[src/hw/rtl/tcgw_pkg.sv]
// Shared types, constants and codes for the text console glyph writer.
`default_nettype none

package tcgw_pkg;

  localparam int GLYPH_COUNT = 96;
  localparam int GLYPH_ROWS  = 16;
  localparam int CELL_WIDTH  = 8;

  localparam int COORD_W  = 12;
  localparam int COLOR_W  = 24;
  localparam int BITS_W   = 8;
  localparam int GIDX_W   = 7;
  localparam int GROW_W   = 4;
  localparam int CODE_W   = 8;
  localparam int FONT_DEPTH = GLYPH_COUNT * GLYPH_ROWS;
  localparam int FONT_AW  = GIDX_W + GROW_W;

  // Configuration register indexes.
  localparam int CFG_IDX_W = 2;
  localparam logic [CFG_IDX_W-1:0] CFG_SCREEN_WIDTH     = 2'd0;
  localparam logic [CFG_IDX_W-1:0] CFG_SCREEN_HEIGHT    = 2'd1;
  localparam logic [CFG_IDX_W-1:0] CFG_BACKGROUND_COLOR = 2'd2;

  localparam logic [COORD_W-1:0] RESET_SCREEN_WIDTH  = 12'd1280;
  localparam logic [COORD_W-1:0] RESET_SCREEN_HEIGHT = 12'd720;
  localparam logic [COLOR_W-1:0] RESET_BACKGROUND    = 24'h0D1117;

  localparam logic [COORD_W-1:0] TAB_MAX    = 12'd4032;
  localparam logic [CODE_W-1:0]  FIRST_CODE = 8'd32;
  localparam logic [CODE_W-1:0]  LAST_CODE  = 8'd127;
  localparam logic [CODE_W-1:0]  SUBST_CODE = 8'h3F;

  localparam logic [CODE_W-1:0] CODE_TAB     = 8'd9;
  localparam logic [CODE_W-1:0] CODE_NEWLINE = 8'd10;
  localparam logic [CODE_W-1:0] CODE_RETURN  = 8'd13;

  localparam logic FUNC_PUT  = 1'b0;
  localparam logic FUNC_LOAD = 1'b1;

  localparam logic KIND_DRAW   = 1'b0;
  localparam logic KIND_SCROLL = 1'b1;

  typedef struct packed {
    logic               func;
    logic [CODE_W-1:0]  char_code;
    logic [COLOR_W-1:0] fg_color;
    logic [GIDX_W-1:0]  glyph_index;
    logic [GROW_W-1:0]  glyph_row;
    logic [BITS_W-1:0]  row_pattern;
  } req_t;

  typedef struct packed {
    logic               kind;
    logic [COORD_W-1:0] pixel_x;
    logic [COORD_W-1:0] pixel_y;
    logic [BITS_W-1:0]  pixel_bits;
    logic [COLOR_W-1:0] draw_fg;
    logic [COLOR_W-1:0] draw_bg;
    logic               last;
  } res_t;

  typedef enum logic [2:0] {
    OP_LOAD,
    OP_NEWLINE,
    OP_RETURN,
    OP_TAB,
    OP_CHAR
  } op_t;

  typedef enum logic [1:0] {
    ST_IDLE,
    ST_ROWS,
    ST_SCROLL
  } state_t;

  typedef struct packed {
    logic load_font;
    logic newline;
    logic ret;
    logic tab;
    logic start_char;
    logic emit_row;
    logic finish_char;
    logic emit_scroll;
  } cmd_t;

  typedef struct packed {
    op_t  op;
    logic row_last;
    logic wrap;
    logic nl_scroll;
    logic out_free;
  } status_t;

endpackage

`default_nettype wire

[src/hw/rtl/tcgw_ctrl.sv]
// Controller state machine: sequences font loads, cursor moves, glyph rows and scrolls.
`default_nettype none

module tcgw_ctrl
  import tcgw_pkg::*;
(
  input  wire logic    clk,
  input  wire logic    rst,
  input  wire logic    req_valid,
  output logic         req_stall,
  input  wire status_t st,
  output cmd_t         cmd
);

  state_t state, state_next;

  always_ff @(posedge clk) begin
    if (rst) begin
      state <= ST_IDLE;
    end else begin
      state <= state_next;
    end
  end

  always_comb begin
    state_next = state;
    unique case (state)
      ST_IDLE: begin
        if (req_valid) begin
          if (st.op == OP_CHAR) begin
            state_next = ST_ROWS;
          end else if (st.op == OP_NEWLINE && st.nl_scroll) begin
            state_next = ST_SCROLL;
          end
        end
      end
      ST_ROWS: begin
        if (st.out_free && st.row_last) begin
          state_next = (st.wrap && st.nl_scroll) ? ST_SCROLL : ST_IDLE;
        end
      end
      ST_SCROLL: begin
        if (st.out_free) begin
          state_next = ST_IDLE;
        end
      end
      default: state_next = ST_IDLE;
    endcase
  end

  always_comb begin
    cmd       = '0;
    req_stall = 1'b1;
    unique case (state)
      ST_IDLE: begin
        // hold off requests while in reset
        req_stall = rst;
        if (req_valid && !rst) begin
          unique case (st.op)
            OP_LOAD:    cmd.load_font  = 1'b1;
            OP_NEWLINE: cmd.newline    = 1'b1;
            OP_RETURN:  cmd.ret        = 1'b1;
            OP_TAB:     cmd.tab        = 1'b1;
            OP_CHAR:    cmd.start_char = 1'b1;
            default:    cmd            = '0;
          endcase
        end
      end
      ST_ROWS: begin
        if (st.out_free) begin
          cmd.emit_row    = 1'b1;
          cmd.finish_char = st.row_last;
        end
      end
      ST_SCROLL: begin
        cmd.emit_scroll = st.out_free;
      end
      default: req_stall = 1'b1;
    endcase
  end

  a_row_needs_slot: assert property (@(posedge clk) disable iff (rst)
    (cmd.emit_row || cmd.emit_scroll) |-> st.out_free)
    else $error("result issued into a full output register");

  a_char_enters_rows: assert property (@(posedge clk) disable iff (rst)
    cmd.start_char |=> (state == ST_ROWS))
    else $error("character request did not start the row sequence");

endmodule

`default_nettype wire

[config.mk]
export PLATFORM = sky130hd
export DESIGN_NAME = tcgw_ctrl
export DESIGN_NICKNAME = d
export VERILOG_FILES = /design/src/hw/rtl/tcgw_pkg.sv /design/src/hw/rtl/tcgw_ctrl.sv
export SDC_FILE = /design/constraint.sdc
export NUM_CORES = 1
export LEC_CHECK = 0
export ABC_AREA = 0
export BUFFER_PORTS_ARGS = -buffer_cell sky130_fd_sc_hd__buf_2
export CELL_PAD_IN_SITES_DETAIL_PLACEMENT = 0
export CELL_PAD_IN_SITES_GLOBAL_PLACEMENT = 1
export CORE_AREA = 2 2 39 41
export DETAILED_ROUTE_END_ITERATION = 10
export DIE_AREA = 0 0 41 43
export GPL_TIMING_DRIVEN = 0
export HOLD_SLACK_MARGIN = 0.02
export PLACE_DENSITY = 0.63
export SETUP_SLACK_MARGIN = 0.02
export SYNTH_ARGS = -nofsm -noshare
export SYNTH_HDL_FRONTEND = slang
export SYNTH_SLANG_ARGS = --single-unit
export TNS_END_PERCENT = 5
[constraint.sdc]
create_clock -name clk -period 1.71 [get_ports clk]
set_input_delay 0.342 -clock clk [delete_from_list [all_inputs] [get_ports clk]]
set_output_delay 0.342 -clock clk [all_outputs]
set_load 0.02 [all_outputs]
==> results of run 1 <==
final timing paths:
path	from	endpoint	slack, ns
min	rst	state[0]	0.32
max	state[1]	cmd[5]	-0.26
min reg2reg	state[0]	state[0]	0.68
max reg2reg	state[1]	state[1]	0.43
cell usage after synthesis, drive strengths merged:
library cell / number
nor3: 4
nand2: 3
nor2: 3
nor3b: 3
clkbuf: 2
dfxtp: 2
inv: 2
nand3b: 2
a211oi: 1
a21o: 1
a21oi: 1
a221oi: 1
a311oi: 1
and2: 1
and3b: 1
nand2b: 1
nand4b: 1
nor2b: 1
o221a: 1
o31ai: 1
or3: 1
or3b: 1
power groups by stage:
| stage | Sequential [W] | Clock, W | Combinational, W |
|---|---|---|---|
| finish | 0.0000500 | 0.000104 | 0.0000735 |
| global route | 0.0000503 | 0.000115 | 0.0000819 |
| CTS | 0.0000500 | 0.000109 | 0.0000743 |
| detailed placement | 0.0000504 | 0 | 0.0000689 |
| global placement | 0.0000504 | 0 | 0.0000696 |
| floorplan | 0.0000502 | 0 | 0.0000418 |
cell families (layout without fill, tap and decap cells):
kind of cell | after synthesis | count (layout) | share of synthesized area (%)
and+or+nand+nor | 22 | 22 | 55.5
DFF | 2 | 2 | 16.0
AOI/OAI and AO/OA | 7 | 7 | 22.5
buffers and inverters | 4 | 26 | 6.00
layout make-up:
type                       instances  area (µm²)  share of cell area, %
buffer                             2        8.76                   1.89
timing repair buffer              19         123                   26.5
tap                               16        20.0                   4.32
sequential                         2        41.3                   8.92
multi-input combinational         29         240                   51.9
inverter                           2        7.51                   1.62
clock buffer                       3        22.5                   4.86
what timing repair did:
item,in CTS,in global routing
setup endpoints to repair,5,6
resized for setup,9,2
setup buffers,1,0
pin swaps,3,2
through the flow:
step	hold slack (ns)	total power, W	cells
after detailed placement	0.547	0.000119	69
after global routing	0.327	0.000247	73
after CTS	0.320	0.000234	73
after floorplan	0.415	0.0000920	35
final	0.320	0.000228	73
after global placement	0.550	0.000120	69
worst max-delay path, cell delays in order (launching register included):
cell     delay (ns)
dfxtp_1        0.30
or3_4          0.36
or3b_4         0.47
nor3_4         0.14
buf_6          0.14
metal layers:
| metal | vias to the layer above | track usage, % |
|---|---|---|
| met1 | 151 | 11.8 |
| met3 | 0 | 3.14 |
| met4 | 0 | 2.00 |
| met2 | 8 | 14.4 |
| li1 | 175 | - |
| met5 | - | 0 |
==> metrics.md, run 1 <==
| Metric | Value |
|---|---|
| Status | `complete, but fails checks` |
| Failing checks | `negative setup slack` |
| Detailed Place HPWL | `561 µm` |
| Clock sinks | `2` |
| CTS tree | `done` |
| Root Buffer Master | `clkbuf_4` |
| Net Sw Frac | `30.1%` |
| Layout cells sized above 1 | `54.4%` |
| Unrepaired setup endpoints after global routing | `yes` |
| H-Tree Depth | `1` |
| Mapped Nets | `45` |
| Initial Util | `18.1%` |
| CP Data Arrival Time | `1.62 ns` |
| Clock power share | `45.8%` |
| Most flop-heavy register | `state` |
| Post-Route Utilization | `33.5%` |
| CP Capture Type | `primary output` |
| Net Sw Power | `0.0000685 W` |
| Met2 wire len | `368 µm` |
| Area contributors post-synth | `dfxtp_1, nor3b_1, nor3_1, nand3b_1, nand2_1` |
| Sequential area share after synthesis | `16.0%` |
| Seq cells post-synth | `2` |
| Max Used Layer | `met3` |
| Post-DP Area | `405 µm²` |
| Final ANT Viol Nets | `0` |
| Worst Path Max Fanout | `4` |
| Via count of the first global-routing pass | `278` |
| Nets | `69` |
| Max Clk Rate | `509 MHz` |
| Cell taking the most area after synthesis | `dfxtp_1` |
| CP Class | `register to primary output` |
| Relative slew slack | `72.3%` |
| Logic pwr share | `32.2%` |
| Power Density | `492 nW/µm²` |
| Cells after synthesis | `35` |
| Clock latency on the worst-skew pair | `0.22 ns` |
| Diode count | `0` |
| Cell count of the worst reg-to-reg path | `4` |
| Mapped cell area | `250 µm²` |
| Metal-1 WL | `313 µm` |
| Top cell type's share of synthesized area | `16.0%` |
| Tmin final | `1.97 ns` |
| Internal power | `0.000159 W` |
| I/O pins | `19` |
| Die Span X | `41 µm` |
| Global-route wire length before repair | `1120 µm` |
| Commonest non-fill, non-tap cell in the layout | `buf_2` |
| Hold_buf cts | `0` |
| CTS Buf Count | `3` |
| Syn. warnings | `0` |
| DR vias/cell | `4.58` |
| Slew @ Worst Pin | `0.414 ns` |
| Setup TNS Final | `-1.02 ns` |
| Worst slack at placement | `-0.190 ns` |
| Crit path required time | `1.37 ns` |
| DR vias | `334` |
| Worst-path clk slew | `0.03 ns` |
| Met3 wire len | `35 µm` |
| Initial antenna violation count | `0` |
| Core area | `1380 µm²` |
| Layout area overhead | `85.0%` |
| Initial DRC Count | `5` |
| Clk_skew | `0.000655 ns` |
| Die Span Y | `43 µm` |
| Wirelength per Cell | `9.82 µm` |
| DRC violations left | `0` |
| Final wirelength | `717 µm` |
| Finished Cell Area | `463 µm²` |
| Port Buffers | `18` |
| Hold Path Class | `primary input to register` |
| Final setup viols | `4` |
| Final period utilization | `115%` |
| Setup crit start kind | `register` |
| Final worst setup slack | `-0.256 ns` |
| Most frequent cells in the layout | `buf_2, nor3_4, buf_6` |
| Max FFs per register | `2` |
| Cell Rows | `14` |
| Placer Congestion | `0.692` |
| Drt pass-1 iters | `2` |
| Hold Violations, Final | `0` |
| Largest net degree at the start of global routing | `11` |
| Syn Area/Cell | `7.15 µm²` |
| Clock Tree Buf Depth | `2` |
| Hold depth | `2` |
| Global Route Usage Sum | `9.22%` |
| GRT Residual Overflow | `0` |
| Pleak | `0.215 nW` |
| Total of max-cap violations | `0` |
| Yosys cell types | `22` |
| Seq pwr share | `22.0%` |
| Pins Over Slew Limit | `0` |
| Fill count | `152` |
| Top Registers | `state (2)` |
| Worst vdd ir | `183 µV` |
| Die area | `1760 µm²` |
No activity file was read; power rests on OpenSTA's default activity.
==> run 2: changes to the inputs <==
==> constraint.sdc (replaced) <==
create_clock -name clk -period 1.71 [get_ports clk]
set_input_delay 0.2565 -clock clk [delete_from_list [all_inputs] [get_ports clk]]
set_output_delay 0.2565 -clock clk [all_outputs]
set_load 0.02 [all_outputs]
==> metrics.md, run 2 (synthesis results as in run 1) <==
| Metric | Value |
|---|---|
| Internal power | `0.000155 W` |
| Final wirelength | `743 µm` |
| Tmin final | `1.89 ns` |
| Final ANT Viol Nets | `0` |
| Finished Cell Area | `415 µm²` |
| Hold Violations, Final | `0` |
| Most frequent cells in the layout | `buf_2, nor3_2, buf_4` |
| Initial antenna violation count | `0` |
| Drt pass-1 iters | `2` |
| Diode count | `0` |
| Failing checks | `negative setup slack` |
| Net Sw Frac | `29.0%` |
| Crit path required time | `1.45 ns` |
| CTS Buf Count | `3` |
| Max FFs per register | `2` |
| DR vias/cell | `4.61` |
| Top Registers | `state (2)` |
| Seq pwr share | `22.9%` |
| Max Clk Rate | `530 MHz` |
| Post-DP Area | `380 µm²` |
| Layout area overhead | `66.0%` |
| Hold Path Class | `primary input to register` |
| Die Span Y | `43 µm` |
| DR vias | `332` |
| Commonest non-fill, non-tap cell in the layout | `buf_2` |
| Hold slack | `0.227 ns` |
| Slew @ Worst Pin | `0.429 ns` |
| Most flop-heavy register | `state` |
| Dpl cells | `69` |
| Relative slew slack | `71.4%` |
| Clock latency on the worst-skew pair | `0.22 ns` |
| GRT Residual Overflow | `0` |
| Worst vdd ir | `191 µV` |
| Die Span X | `41 µm` |
| Clock Tree Buf Depth | `2` |
| Initial Util | `18.1%` |
| Wirelength per Cell | `10.3 µm` |
| Largest net degree at the start of global routing | `11` |
| CP Class | `register to primary output` |
| CP Data Arrival Time | `1.63 ns` |
| H-Tree Depth | `1` |
| Final worst setup slack | `-0.178 ns` |
| Clock sinks | `2` |
| Layout cells sized above 1 | `53.6%` |
| Final period utilization | `110%` |
| Die area | `1760 µm²` |
| Total Power | `0.000219 W` |
| Net Sw Power | `0.0000634 W` |
| Core area | `1380 µm²` |
| Logic pwr share | `29.5%` |
| Worst Path Max Fanout | `4` |
| DRC violations left | `0` |
| Pins Over Slew Limit | `0` |
| Clock power share | `47.6%` |
| Cell Rows | `14` |
| Status | `complete, but fails checks` |
| Setup crit start kind | `register` |
| Unrepaired setup endpoints after global routing | `yes` |
| Worst-path clk slew | `0.03 ns` |
| Hold_buf cts | `0` |
| Initial DRC Count | `5` |
| Root Buffer Master | `clkbuf_4` |
| Post-route insts no fill | `72` |
| Global-route wire length before repair | `1260 µm` |
| Nets | `68` |
| Detailed Place HPWL | `551 µm` |
| Clk_skew | `0.00126 ns` |
| Pleak | `0.197 nW` |
| Total of max-cap violations | `0` |
| CTS tree | `done` |
| Via count of the first global-routing pass | `291` |
| Final setup viols | `4` |
| Placer Congestion | `0.719` |
| Power Density | `527 nW/µm²` |
| CP Capture Type | `primary output` |
| I/O pins | `19` |
| Global Route Usage Sum | `10.2%` |
| Port Buffers | `18` |
## run 2: timing repair
item / 4_1_cts / 5_1_grt
pin swaps: 1 / 0
endpoints found under the setup margin: 4 / 5
buffers inserted: 0 / 0
endpoints found under the hold margin: 0 / 0
resized for setup: 5 / 2
## run 2: critical path, cell delays in order (launching register included)
cell and delay, ns:
dfxtp_2 0.32, or3_4 0.39, or3b_4 0.42, nor3_2 0.12
buf_4 0.16
## run 2: per-layer routing
layer  GRT usage, %  part of all wire [%]  up-vias
met3           3.14                   7.4        0
met4           6.00                     0        0
li1               -                     -      175
met1           14.0                    48      146
met5              0                     0        -
met2           13.4                    45       11
## run 2: worst paths after layout
kind | cells after the start | slack (ns) | to | start
setup / recovery | 4 | -0.18 | cmd[5] | state[0]
hold / removal | 2 | 0.23 | state[0] | rst
setup reg to reg | 4 | 0.50 | state[1] | state[1]
hold reg to reg | 2 | 0.64 | state[0] | state[1]
## run 2: power groups by stage
stage	Combinational, W	Sequential (W)	Clock (W)
finish	0.0000646	0.0000500	0.000104
global route	0.0000718	0.0000503	0.000122
CTS	0.0000649	0.0000500	0.000111
detailed placement	0.0000636	0.0000505	0
global placement	0.0000639	0.0000504	0
floorplan	0.0000377	0.0000502	0
## run 2: final cells by class
cell class / instances / area (µm²)
timing repair buffer: 18 / 100
buffer: 2 / 8.76
sequential: 2 / 41.3
multi-input combinational: 29 / 215
clock buffer: 3 / 22.5
fill: 157 / 968
tap: 16 / 20.0
inverter: 2 / 7.51
## run 2: through the flow
stage | TNS, ns | worst slack (ns) | utilization [%]
floorplan | -0.0979 | -0.0245 | -
global placement | 0 | 0.00778 | 27.5
detailed placement | 0 | 0.0109 | 27.5
CTS | -0.728 | -0.185 | 29.9
global route | -0.951 | -0.248 | 30.0
finish | -0.685 | -0.178 | 30.0
==> run 3: changes to the inputs <==
Settings changed: MAX_ROUTING_LAYER set to met4, TNS_END_PERCENT 5 to unset.
==> metrics.md, run 3 (synthesis results as in run 1) <==
| Metric | Value |
|---|---|
| Initial Util | `18.1%` |
| Final worst setup slack | `-0.177 ns` |
| Power Density | `526 nW/µm²` |
| Hold Violations, Final | `0` |
| Most flop-heavy register | `state` |
| Worst path bufs/invs | `1` |
| GRT Residual Overflow | `0` |
| Most frequent cells in the layout | `buf_2, nor3_2, buf_4` |
| CTS tree | `done` |
| Worst-path clk slew | `0.03 ns` |
| Fill count | `157` |
| Top Registers | `state (2)` |
| Core area | `1380 µm²` |
| Relative slew slack | `71.7%` |
| DR vias | `329` |
| Met2 Usage GRT | `13.8%` |
| Final setup viols | `4` |
| Max FFs per register | `2` |
| Most Crowded Layer GR | `met2` |
| Worst vdd ir | `190 µV` |
| Global Route Usage Sum | `10.7%` |
| Drt pass-1 iters | `2` |
| Nets | `68` |
| Wirelength per Cell | `10.3 µm` |
| Failing checks | `negative setup slack` |
| H-Tree Depth | `1` |
| CP Data Arrival Time | `1.63 ns` |
| Total of max-cap violations | `0` |
| Initial antenna violation count | `0` |
| CP Class | `register to primary output` |
| Commonest non-fill, non-tap cell in the layout | `buf_2` |
| CP max stage delay | `0.42 ns` |
| Hold slack | `0.227 ns` |
| Area of the multi-input gates | `215 µm²` |
| Detailed Place HPWL | `551 µm` |
| Max Clk Rate | `530 MHz` |
| Final period utilization | `110%` |
| Setup TNS Final | `-0.682 ns` |
| Die Span Y | `43 µm` |
| Dpl cells | `69` |
| Status | `complete, but fails checks` |
| Die Span X | `41 µm` |
| Largest net degree at the start of global routing | `11` |
| CTS Buf Count | `3` |
| Placer Congestion | `0.727` |
| Worst Path Max Fanout | `4` |
| Hold depth | `2` |
| Setup crit start kind | `register` |
| Worst path top cell family by delay | `simple AND/OR/NAND/NOR gates` |
| I/O pins | `19` |
| Hold Path Class | `primary input to register` |
| Worst-path cell chain | `or3_4 > or3b_4 > nor3_2 > buf_4` |
| Post-route insts no fill | `72` |
| Final wirelength | `744 µm` |
| Layout cells sized above 1 | `53.6%` |
| Clock Tree Buf Depth | `2` |
| Port Buffers | `18` |
| Global Route met3 Usage | `4.71%` |
| Unrepaired setup endpoints after global routing | `yes` |
| CP Capture Type | `primary output` |
| Clk_skew | `0.00150 ns` |
| Crit-path slowest cell | `or3b_4` |
| Clock latency on the worst-skew pair | `0.22 ns` |
| Final ANT Viol Nets | `0` |
| Hold_buf cts | `0` |
| Register area | `41.3 µm²` |
| DRC violations left | `0` |
| Root Buffer Master | `clkbuf_4` |
| Tmin final | `1.89 ns` |
| Clock sinks | `2` |
| Crit path required time | `1.45 ns` |
| Pins Over Slew Limit | `0` |
| Global-route wire length before repair | `1240 µm` |
| Die area | `1760 µm²` |
| Cell count of the worst reg-to-reg path | `4` |
| Slew @ Worst Pin | `0.423 ns` |
| Via count of the first global-routing pass | `286` |
| Met1 Use GR | `13.4%` |
| Initial DRC Count | `5` |
| Cell Rows | `14` |
| Critical path depth | `4` |
| Diode count | `0` |
| Layout area overhead | `66.0%` |
| DR vias/cell | `4.57` |
| Pleak | `0.197 nW` |
==> run 3: cell counts in the layout (fill, tap and decap cells not counted) <==
No cell type changed its count.
==> run 3: metrics by stage <==
| stage | worst slack (ns) | util (%) | total power, W | instance area, µm² |
|---|---|---|---|---|
| 2_1_floorplan | -0.0245 | - | 0.0000879 | 270 |
| 3_3_place_gp | 0.00778 | 27.5 | 0.000114 | 380 |
| 3_5_place_dp | 0.0109 | 27.5 | 0.000114 | 380 |
| 4_1_cts | -0.185 | 29.9 | 0.000226 | 414 |
| 5_1_grt | -0.251 | 30.0 | 0.000246 | 415 |
| 6_report | -0.177 | 30.0 | 0.000219 | 415 |
==> run 3: final cells by class <==
cell class | count | area share (%)
buffer | 2 | 2.11
sequential | 2 | 9.94
inverter | 2 | 1.81
multi-input combinational | 29 | 51.8
tap | 16 | 4.82
clock buffer | 3 | 5.42
timing repair buffer | 18 | 24.1
==> run 3: power breakdown <==
group	switching, W	internal [W]
Clock	0.0000266	0.0000774
Combinational	0.0000355	0.0000291
Sequential	0.00000113	0.0000489
Total	0.0000632	0.000155
==> run 3: metal layers <==
| layer | vias up | routed length [µm] |
|---|---|---|
| met5 | - | 0 |
| met4 | 0 | 0 |
| met1 | 143 | 357 |
| met2 | 11 | 331 |
| met3 | 0 | 55 |
| li1 | 175 | - |
==> run 3: path summary, 6_finish.rpt <==
path | startpoint | endpoint | slack (ns)
worst max-delay path | state[0] | cmd[5] | -0.18
worst max register to register | state[1] | state[1] | 0.50
worst min-delay path | rst | state[0] | 0.23
worst min register to register | state[1] | state[0] | 0.64
==> run 3: repair_timing <==
item | CTS | global route
pin swaps | 1 | 0
endpoints found under the setup margin | 4 | 5
gates cloned | 0 | 0
resized for setup | 5 | 2
buffers inserted | 0 | 0
